## src/hdl/nts_pkg.sv

```systemverilog
// nts_pkg: shared types, constants and helpers for the nearest-timestamp matcher.
// No dependencies; used by every module of the block.
package nts_pkg;

   localparam int QUEUE_DEPTH = 64;
   localparam int PTR_W       = $clog2(QUEUE_DEPTH);
   localparam int FILL_W      = $clog2(QUEUE_DEPTH + 1);
   localparam int TIME_W      = 48;
   localparam int DATA_W      = 32;
   localparam int PAIR_W      = 16;
   localparam int STATUS_W    = 3;
   localparam int CSR_IDX_W   = 8;

   localparam logic [PAIR_W-1:0] PAIRS_RESET = 16'd100;
   localparam logic [DATA_W-1:0] TOL_RESET   = 32'd10000;

   // register indexes
   localparam logic [CSR_IDX_W-1:0] CSR_PAIRS_TO_ACQUIRE  = 8'd0;
   localparam logic [CSR_IDX_W-1:0] CSR_SYNC_TOLERANCE_US = 8'd1;

   typedef enum logic [STATUS_W-1:0] {
      ST_BUFFERED = 3'd0,
      ST_MATCHED  = 3'd1,
      ST_NO_MATCH = 3'd2,
      ST_INVALID  = 3'd3,
      ST_ACQ_DONE = 3'd4,
      ST_IGNORED  = 3'd5,
      ST_DROPPED  = 3'd6
   } status_type;

   typedef struct packed {
      logic [PAIR_W-1:0] pairs_to_acquire;
      logic [DATA_W-1:0] sync_tolerance_us;
   } cfg_type;

   typedef struct packed {
      logic [TIME_W-1:0] time_us;
      logic [DATA_W-1:0] x;
      logic [DATA_W-1:0] y;
      logic [DATA_W-1:0] variance;
   } entry_type;

   function automatic logic [PTR_W-1:0] next_slot(input logic [PTR_W-1:0] i);
      logic [PTR_W-1:0] r;
      if (i == PTR_W'(QUEUE_DEPTH - 1)) r = '0;
      else r = i + 1'b1;
      return r;
   endfunction

endpackage

```

## src/hdl/nts_csr_regs.sv

```systemverilog
// nts_csr_regs: configuration register file (pair target, sync tolerance).
// Depends on nts_pkg.
module nts_csr_regs (
   input  logic                              clock,
   input  logic                              reset,
   input  logic                              csr_valid,
   output logic                              csr_ready,
   input  logic [nts_pkg::CSR_IDX_W-1:0]     csr_index,
   input  logic [nts_pkg::DATA_W-1:0]        csr_wdata,
   output nts_pkg::cfg_type                  cfg
);

   nts_pkg::cfg_type cfg_ff;

   assign csr_ready = 1'b1;
   assign cfg       = cfg_ff;

   always_ff @(posedge clock) begin
      if (reset) begin
         cfg_ff.pairs_to_acquire  <= nts_pkg::PAIRS_RESET;
         cfg_ff.sync_tolerance_us <= nts_pkg::TOL_RESET;
      end else if (csr_valid && csr_ready) begin
         case (csr_index)
            nts_pkg::CSR_PAIRS_TO_ACQUIRE: begin
               cfg_ff.pairs_to_acquire <= csr_wdata[nts_pkg::PAIR_W-1:0];
            end
            nts_pkg::CSR_SYNC_TOLERANCE_US: begin
               cfg_ff.sync_tolerance_us <= csr_wdata;
            end
            default: begin
               // unknown index: write dropped
            end
         endcase
      end
   end

endmodule

```

## config.mk

```make
export PLATFORM = sky130hd
export DESIGN_NAME = nts_csr_regs
export DESIGN_NICKNAME = d
export VERILOG_FILES = /design/src/hdl/nts_pkg.sv /design/src/hdl/nts_csr_regs.sv
export SDC_FILE = /design/constraint.sdc
export NUM_CORES = 1
export LEC_CHECK = 0
export BUFFER_PORTS_ARGS = -buffer_cell sky130_fd_sc_hd__buf_2
export CAP_MARGIN = 10
export CORE_UTILIZATION = 43
export CTS_BUF_LIST = sky130_fd_sc_hd__clkbuf_8
export CTS_CLUSTER_SIZE = 30
export DETAILED_ROUTE_END_ITERATION = 8
export PLACE_DENSITY = 0.7
export SLEW_MARGIN = 20
export SYNTH_ARGS = -nofsm -noshare
export SYNTH_HDL_FRONTEND = slang
export SYNTH_SLANG_ARGS = --single-unit
```

## constraint.sdc

```tcl
create_clock -name clock -period 1.9 [get_ports clock]
set_input_delay 0.19 -clock clock [delete_from_list [all_inputs] [get_ports clock]]
set_output_delay 0.19 -clock clock [all_outputs]
set_load 0.005 [all_outputs]
```

# Word level (Yosys, flattened, before mapping)
# Index checks and enable logic that the tools add are counted.
# Widths: inputs -> output; s select.
[classes]
eq_ne = 1
reduce_logical = 3
[ops]
columns = ["cell", "count"]
rows = [
  ["$eq 8x1->1 const B", 1],
  ["$logic_not 8->1", 1],
  ["$reduce_and 2->1", 2],
]
[word_totals]
regBits = 48
elab_cells = 6
input_bits = 43
out_inout_bits = 49

# Longest topological paths before layout
# Gate-level depths: netlist (run 1).
[depth]
depth_word = 2
ltp_mapped = 5
ltp_nobuf = 3

# Worst setup path before layout (run 1)
# OpenSTA, ideal clock, no wires.
[synth_timing]
path_type = "input port to flip-flop"
from = "input port csr_index[1] (netlist bit)"
to = "register cfg_ff (netlist bit cfg[16])"
path_slack_ns = 0.384
required_ns = 1.768
setup_ns = 0.132
path_stages = 5
arrival_ns = 1.383
n_path_buf = 2
path_cell_list = "or4_1 > clkbuf_1 > clkbuf_1 > o31ai_1 > a21oi_1"
[synth_between]
elab_chain_cells = 2
[synth_lines]
columns = ["item", "line_no", "rtl"]
rows = [
  ["start, declared", "nts_csr_regs.sv:8", "input logic [nts_pkg::CSR_IDX_W-1:0] csr_index,"],
  ["$eq 8x1->1", "nts_csr_regs.sv:23", "case (csr_index)"],
  ["$reduce_and 2->1 (no line)", "-", ""],
  ["end, declared", "nts_csr_regs.sv:13", "nts_pkg::cfg_type cfg_ff;"],
]
# Every way passes these cells.
# A chain may end at the register's enable or synchronous reset.

# Worst setup path in the final report (run 1)
[layout_timing]
from = "input port csr_index[6] (netlist bit)"
to = "register cfg_ff (netlist bit cfg[12])"
# The elaborated chain is that of the path after synthesis.

==> summary.txt, run 1 <==
STA
  – Final worst-path cycle share: 75.6%
  – Peak Freq: 696 MHz
  – Post-route minimum period: 1.44 ns
  – Worst setup skew after layout: 0 ns
  – Endpoints failing setup: 0
  – Worst slew pin tran: 0.547 ns
  – Setup slack of the critical path after layout: 0.463 ns
  – Final number of hold-violating endpoints: 0
  – Worst Hold Margin: 0.142 ns
  – Max-slew violation count: 0
  – Max transition margin: 63.5%
  – Summed negative setup slack over all endpoints: 0 ns
  – RSZ-0062 raised after global routing: no

Yosys
  – Most frequently used flop master after synthesis: dfxtp_1
  – Cell types occupying the most area after synthesis: dfxtp_1, mux2i_1, o31ai_1
  – Biggest area consumer among synthesized cells: dfxtp_1
  – Number of enable flip-flop cells after synthesis: 0
  – Yosys reg bits: 48
  – Summed instance area of the synthesized netlist: 2050 um^2
  – YS warnings: 0
  – Top cell type's share of synthesized area: 47.0%
  – Post-synthesis sequential area ratio: 47.0%
  – Most frequent cell after synthesis: dfxtp_1
  – Count of cell types in the netlist: 19
  – Async set-reset flop share out of synthesis: 0%
  – Mean area per synthesized cell: 9.38 um^2
  – Syn Nets: 261
  – Gate count of the mapped netlist: 218

Floorplan
  – I/O pin count: 92
  – Chip width: 71.0 um
  – Row count: 24
  – Initial cell density of the core: 45.7%
  – Die boundary height: 71.0 um
  – Core Box Area: 4470 um^2
  – Die ar.: 5040 um^2

Detailed routing
  – Post-detailed-route via-to-cell ratio: 5.41
  – Wirelength per Cell: 14.0 um
  – Detail Route Antenna Nets: 0
  – DR iter-0 viols: 103
  – Final Routed Wirelength: 4980 um
  – Total via count in the routed design: 1927
  – Number of iterations in the first detailed-routing pass: 7
  – DR DRC count: 9

Power and ir drop
  – Combinational group share of total power: 8.4%
  – Sw Pwr: 0.408 mW
  – Power share of the sequential group: 57.0%
  – Power per cell area: 653 nW/um^2
  – Leakage power summed over all cells: 1.17 nW
  – Pint: 1.36 mW
  – Switching Fraction: 23.1%
  – Worst VDD drop: 0.505 mV
  – Power, Total: 1.77 mW
  – Clk network pwr share: 34.5%

Final layout
  – Area used by multi-input combinational logic: 1000 um^2
  – Synth-to-Final Area Change: 32.0%
  – Number of flip-flops in the largest register: 48
  – Net count of the finished layout: 346
  – Share of layout cells above drive strength 1: 36.8%
  – FILL cells: 415
  – Reg area: 961 um^2
  – N_diodes: 0

Critical path
  – Worst setup path class: in2reg
  – Startpoint kind of the worst setup timing path: input port
  – Category of the worst setup path capture point: flip-flop
  – Critical path peak fanout: 26
  – Required time of the critical path: 2.13 ns
  – Arr. time, crit path: 1.66 ns

Clocking
  – Max H-tree Level: 2
  – Total of hold buffers inserted after clock tree synthesis: 0
  – TritonCTS sink count: 48
  – Clock tree from TritonCTS: done
  – Total of cells resized after clock tree synthesis: 0
  – Latest clock arrival within the worst-skew pair: 0.29 ns
  – Maximum root-to-sink buffer count: 2
  – Number of buffers created by CTS: 5
  – Buffers inserted during post-CTS setup optimization: 0
  – Clock slew seen by the registers of the worst setup and hold paths: 0.08 ns
  – Buffer cell driving the clock tree root: clkbuf_8

Outcome
  – Status: finished with violations
  – Violated checks: design-rule violations

Place
  – Post-Place Setup Slack: 0.157 ns
  – Placed wire-length estimate after detailed placement: 3430 um
  – Routability cong.: 0.778
  – Count of buffers inserted at the top-level ports: 90

Run
  – Number of max-capacitance violations reported: 0

Global route
  – Wire length of the first global-routing pass: 7940 um
  – Pin count of the biggest net entering global routing: 42
  – All-Layer GR Usage: 19.5%
  – Number of global-route vias before repair: 1759
  – Global-route congestion overflow total: 0
  – Initial antenna violation count: 0

Worst hold path
  – Worst Hold Class: in2reg
-- kinds of logic (layout without fill, tap and decap cells) --
group / after synthesis / in the layout / synth area share, %
simple gates: 72 / 72 / 21.3
other cells: 1 / 1 / 0.183
flops: 48 / 48 / 47.0
mux: 24 / 24 / 11.7
buf+inv: 25 / 111 / 5.08
compound gates: 48 / 48 / 14.7
-- power by group through the flow --
| stage | Sequential, mW | Clock (mW) | Combinational, mW |
|---|---|---|---|
| after floorplan | 1.03 | 0 | 0.0700 |
| after global placement | 1.03 | 0 | 0.148 |
| after detailed placement | 1.03 | 0 | 0.149 |
| after CTS | 1.01 | 0.624 | 0.149 |
| after global routing | 1.01 | 0.669 | 0.161 |
| final | 1.01 | 0.609 | 0.149 |
-- cell usage in the layout, fill, tap and decap left out, drive strengths merged --
cell type and count:
dfxtp 48, nor4b 1, or4 1, clkbuf 6, inv 2, nor2 16, nand2b 24, nor4 1
clkinv 1, buf 102, nand3 2, o31ai 24, a21oi 24, nand4 24, nor3 2, or4b 1
conb 1, mux2i 24
-- area by class of cell --
| type | instances | area share, % |
|---|---|---|
| Multi-Input combinational cell | 145 | 37.1 |
| Clock inverter | 2 | 0.278 |
| Inverter | 1 | 0.139 |
| Tap cell | 52 | 2.41 |
| Sequential cell | 48 | 35.6 |
| Timing Repair Buffer | 102 | 21.4 |
| Clock buffer | 6 | 3.06 |
-- per-stage QoR --
stage          util (%)  cell area [um^2]  cells
2_1_floorplan         -              2050    218
3_3_place_gp       58.4              2610    348
3_5_place_dp       58.4              2610    348
4_1_cts            60.4              2700    356
5_1_grt            60.4              2700    356
6_report           60.4              2700    356
-- critical path: stages --
cell	delay [ns]
buf_2	0.12
or4b_1	0.57
buf_12	0.20
nor3_2	0.16
buf_4	0.22
mux2i_1	0.20
-- routing by layer --
metal	routed length (um)	GRT usage (%)
met5	0	0
met4	36	5.33
met3	389	5.13
met2	2210	32.5
met1	2340	25.2
-- worst paths after layout --
kind                                            from                   end  slack, ns  depth (start not counted)
worst max-delay path                    csr_index[6]  cfg[12]$_SDFFE_PP0P_       0.46                          6
worst max register to register  cfg[40]$_SDFFE_PP0P_  cfg[40]$_SDFFE_PP0P_       1.26                          2
worst min-delay path                   csr_wdata[23]  cfg[23]$_SDFFE_PP0P_       0.14                          3
worst min register to register  cfg[18]$_SDFFE_PP0P_  cfg[18]$_SDFFE_PP0P_       0.47                          2
(Power assumes the default switching activity.)
==> run 2, diff against run 1 <==
--- a/config.mk
+++ b/config.mk
@@ -5,6 +5,7 @@
 export SDC_FILE = /design/constraint.sdc
 export NUM_CORES = 1
 export LEC_CHECK = 0
+export ABC_AREA = 1
 export BUFFER_PORTS_ARGS = -buffer_cell sky130_fd_sc_hd__buf_2
 export CAP_MARGIN = 10
 export CORE_UTILIZATION = 43
==> constraint.sdc (replaced) <==
create_clock -name clock -period 1.5 [get_ports clock]
set_input_delay 0.15 -clock clock [delete_from_list [all_inputs] [get_ports clock]]
set_output_delay 0.15 -clock clock [all_outputs]
set_load 0.005 [all_outputs]
==> summary.txt, run 2 <==
Detailed routing
  – Final Routed Wirelength: 4750 um (-4.5%)
  – DR iter-0 viols: 100 (-2.9%)
  – Total via count in the routed design: 1994 (+3.5%)
  – Wirelength per Cell: 10.5 um (-25%)
  – Detail Route Antenna Nets: 0 (unchanged)
  – DR DRC count: 0 (-9)
  – Number of iterations in the first detailed-routing pass: 4 (-3)
  – Post-detailed-route via-to-cell ratio: 4.39 (-19%)

STA
  – Peak Freq: 1090 MHz
  – Final worst-path cycle share: 61.1%
  – Post-route minimum period: 0.916 ns
  – Final number of hold-violating endpoints: 0 (unchanged)
  – Worst setup skew after layout: 0 ns (unchanged)
  – Max-slew violation count: 0 (unchanged)
  – Endpoints failing setup: 0 (unchanged)
  – RSZ-0062 raised after global routing: no
  – Summed negative setup slack over all endpoints: 0 ns (unchanged)

Clocking
  – Buffer cell driving the clock tree root: clkbuf_8
  – Max H-tree Level: 2 (unchanged)
  – Maximum root-to-sink buffer count: 2 (unchanged)
  – Number of buffers created by CTS: 5 (unchanged)
  – Total of hold buffers inserted after clock tree synthesis: 0 (unchanged)
  – Buffers inserted during post-CTS setup optimization: 0 (unchanged)
  – Total of cells resized after clock tree synthesis: 0 (unchanged)
  – TritonCTS sink count: 48 (unchanged)
  – Latest clock arrival within the worst-skew pair: 0.29 ns (about the same)
  – Clock slew seen by the registers of the worst setup and hold paths: 0.08 ns (about the same)
  – Clock tree from TritonCTS: done

Worst hold path
  – Worst Hold Class: in2reg

Global route
  – Fraction of met3 tracks used by global routing: 5.28% (+0.15 points)
  – Fraction of met1 tracks used by global routing: 22.9% (-2.3 points)
  – Global-route congestion overflow total: 0 (unchanged)
  – Pin count of the biggest net entering global routing: 49 (+17%)
  – Wire length of the first global-routing pass: 7880 um (-0.71%)
  – Grt peak-use layer: met2
  – Number of global-route vias before repair: 1796 (+2.1%)
  – Initial antenna violation count: 0 (unchanged)
  – All-Layer GR Usage: 19.1% (-0.44 points)
  – Met2 track demand over resource in global routing: 33.6% (+1.2 points)

Run
  – Number of max-capacitance violations reported: 0 (unchanged)

Power and ir drop
  – Power, Total: 2.23 mW (+27%)
  – Sw Pwr: 0.515 mW (+26%)
  – Switching Fraction: 23.0% (-0.070 points)
  – Leakage power summed over all cells: 1.44 nW (+24%)
  – Combinational group share of total power: 8.4% (about the same)
  – Power share of the sequential group: 57.2% (+0.2 points)
  – Worst VDD drop: 0.383 mV (-24%)
  – Pint: 1.72 mW (+27%)
  – Power per cell area: 833 nW/um^2 (+27%)
  – Clk network pwr share: 34.4% (about the same)

Final layout
  – Commonest non-fill, non-tap cell in the layout: buf_2
  – Synth-to-Final Area Change: 27.3%
  – Number of standard cells in the final layout excluding fillers: 454 (+28%)
  – N_diodes: 0 (unchanged)
  – Number of flip-flops in the largest register: 48 (unchanged)
  – Net count of the finished layout: 429 (+24%)
  – Leading cell types in the layout, fill and taps excluded: buf_2, nor2_1, nand2_1
  – Share of layout cells above drive strength 1: 28.9% (-7.9 points)

Critical path
  – Worst setup path class: reg2out
  – R2R Setup Slk: 0.92 ns (-0.34 ns)
  – Critical path peak fanout: 2 (-92%)
  – Crit path max-delay cell type: dfxtp_1
  – Levels on crit path: 1 (-5)
  – Worst Reg2Reg Path Length in Cells: 2 (unchanged)
  – Crit path from: cfg[3]$_SDFFE_PP0P_
  – Reg-to-reg endpoint: cfg[6]$_SDFFE_PP0P_
  – Startpoint kind of the worst setup timing path: flip-flop
  – Delay of the slowest cell on the worst path: 0.35 ns (-0.22 ns)
  – Capturing element of the worst setup path: cfg[3]
  – Arr. time, crit path: 0.77 ns (-0.89 ns)
  – Buffers & Inverters on Critical Path: 1 (-2)
  – Cell family contributing the most delay on the critical path: flip-flops
  – Cell breakdown of the critical path: buf_2
  – R2R Path Start: cfg[6]$_SDFFE_PP0P_
  – Required time of the critical path: 1.35 ns (-0.78 ns)
  – Category of the worst setup path capture point: primary output

Yosys
  – Biggest area consumer among synthesized cells: dfxtp_1
  – Mean area per synthesized cell: 7.00 um^2 (-25%)
  – Cell types occupying the most area after synthesis: dfxtp_1, nor2_1, nand3_1
  – YS warnings: 0 (unchanged)
  – Yosys reg bits: 48 (unchanged)
  – Commonest cells post-synth: nor2_1, nand2_1, dfxtp_1, nand3_1, inv_1
  – Syn Nets: 344 (+32%)
  – Async set-reset flop share out of synthesis: 0% (unchanged)
  – Summed instance area of the synthesized netlist: 2110 um^2 (+3.0%)
  – Most frequent cell after synthesis: nor2_1
  – Post-synthesis sequential area ratio: 45.6% (-1.4 points)
  – Number of enable flip-flop cells after synthesis: 0 (unchanged)
  – Count of cell types in the netlist: 16 (-3)
  – Gate count of the mapped netlist: 301 (+38%)
  – Most frequently used flop master after synthesis: dfxtp_1
  – Top cell type's share of synthesized area: 45.6% (-1.4 points)

Floorplan
  – I/O pin count: 92 (unchanged)
  – Die boundary height: 72 um (+1.4%)
  – Core Box Area: 4720 um^2 (+5.6%)
  – Chip width: 72 um (+1.4%)
  – Row count: 25 (+4.2%)
  – Die ar.: 5180 um^2 (+2.9%)
  – Initial cell density of the core: 44.6% (-1.1 points)

Place
  – Count of buffers inserted at the top-level ports: 90 (unchanged)
  – Routability cong.: 0.736 (-5.3%)
  – Placed wire-length estimate after detailed placement: 3310 um (-3.6%)
  – Placed instance count: 446 (+28%)

Outcome
  – Status: complete, no violations
## run 2: changes by cell type after synthesis, moves of 35 or more
cell,previous run,this run
inv_1,0,35
nand2_1,0,58
nand3_1,2,48
nor2_1,16,84
## run 2: how the worst min path moves through the flow
stage | start | depth (start not counted) | slack (ns) | end
final | csr_wdata[10] | 3 | 0.08 | cfg[10]$_SDFFE_PP1P_
after detailed placement | csr_wdata[10] | 3 | 0.39 | cfg[10]$_SDFFE_PP1P_
after global routing | csr_wdata[13] | 3 | 0.1 | cfg[13]$_SDFFE_PP1P_
after global placement | csr_wdata[8] | 3 | 0.38 | cfg[8]$_SDFFE_PP1P_
after floorplan | csr_wdata[10] | 2 | 0.28 | cfg[10]$_SDFFE_PP1P_
after CTS | csr_wdata[10] | 3 | 0.08 | cfg[10]$_SDFFE_PP1P_
## run 2: power by group through the flow
stage	combinational, mW	sequential (mW)	clock (mW)
floorplan	0.101	1.31	0
global route	0.210	1.28	0.832
CTS	0.188	1.28	0.786
global placement	0.187	1.31	0
finish	0.187	1.28	0.769
detailed placement	0.188	1.31	0
## run 2: per-stage QoR
step                      instance area [um^2]  hold WS [ns]  setup WS (ns)  utilization (%)
after floorplan                           2110         0.276          0.575                -
after global placement                    2590         0.382          0.281             54.9
after detailed placement                  2590         0.388          0.258             54.9
after CTS                                 2680        0.0772          0.575             56.8
after global routing                      2680        0.0973          0.442             56.8
final                                     2680        0.0808          0.584             56.8
## run 2: kinds of logic (layout without fill, tap and decap cells)
family,Yosys count,in the layout,share of synthesized area [%]
other,1,1,0.178
flip-flops,48,48,45.6
buffers and inverters,52,138,12.3
AND/OR/NAND/NOR,200,200,41.9
## run 2: cell type report
type | count | area [um^2]
well taps | 67 | 83.8
multi-input cells | 201 | 890
clock buffers | 6 | 82.6
fillers | 525 | 2040
repair buffers | 95 | 526
inverters | 35 | 131
flip-flops and latches | 48 | 961
clock inverters | 2 | 7.51
## run 2: metal layers
metal | routed length, um | vias to the layer above | share of wire (%)
met5 | 0 | - | 0
met4 | 23 | 0 | 0.48
met3 | 265 | 2 | 5.6
met2 | 2230 | 55 | 47
met1 | 2230 | 865 | 47
li1 | - | 1072 | -
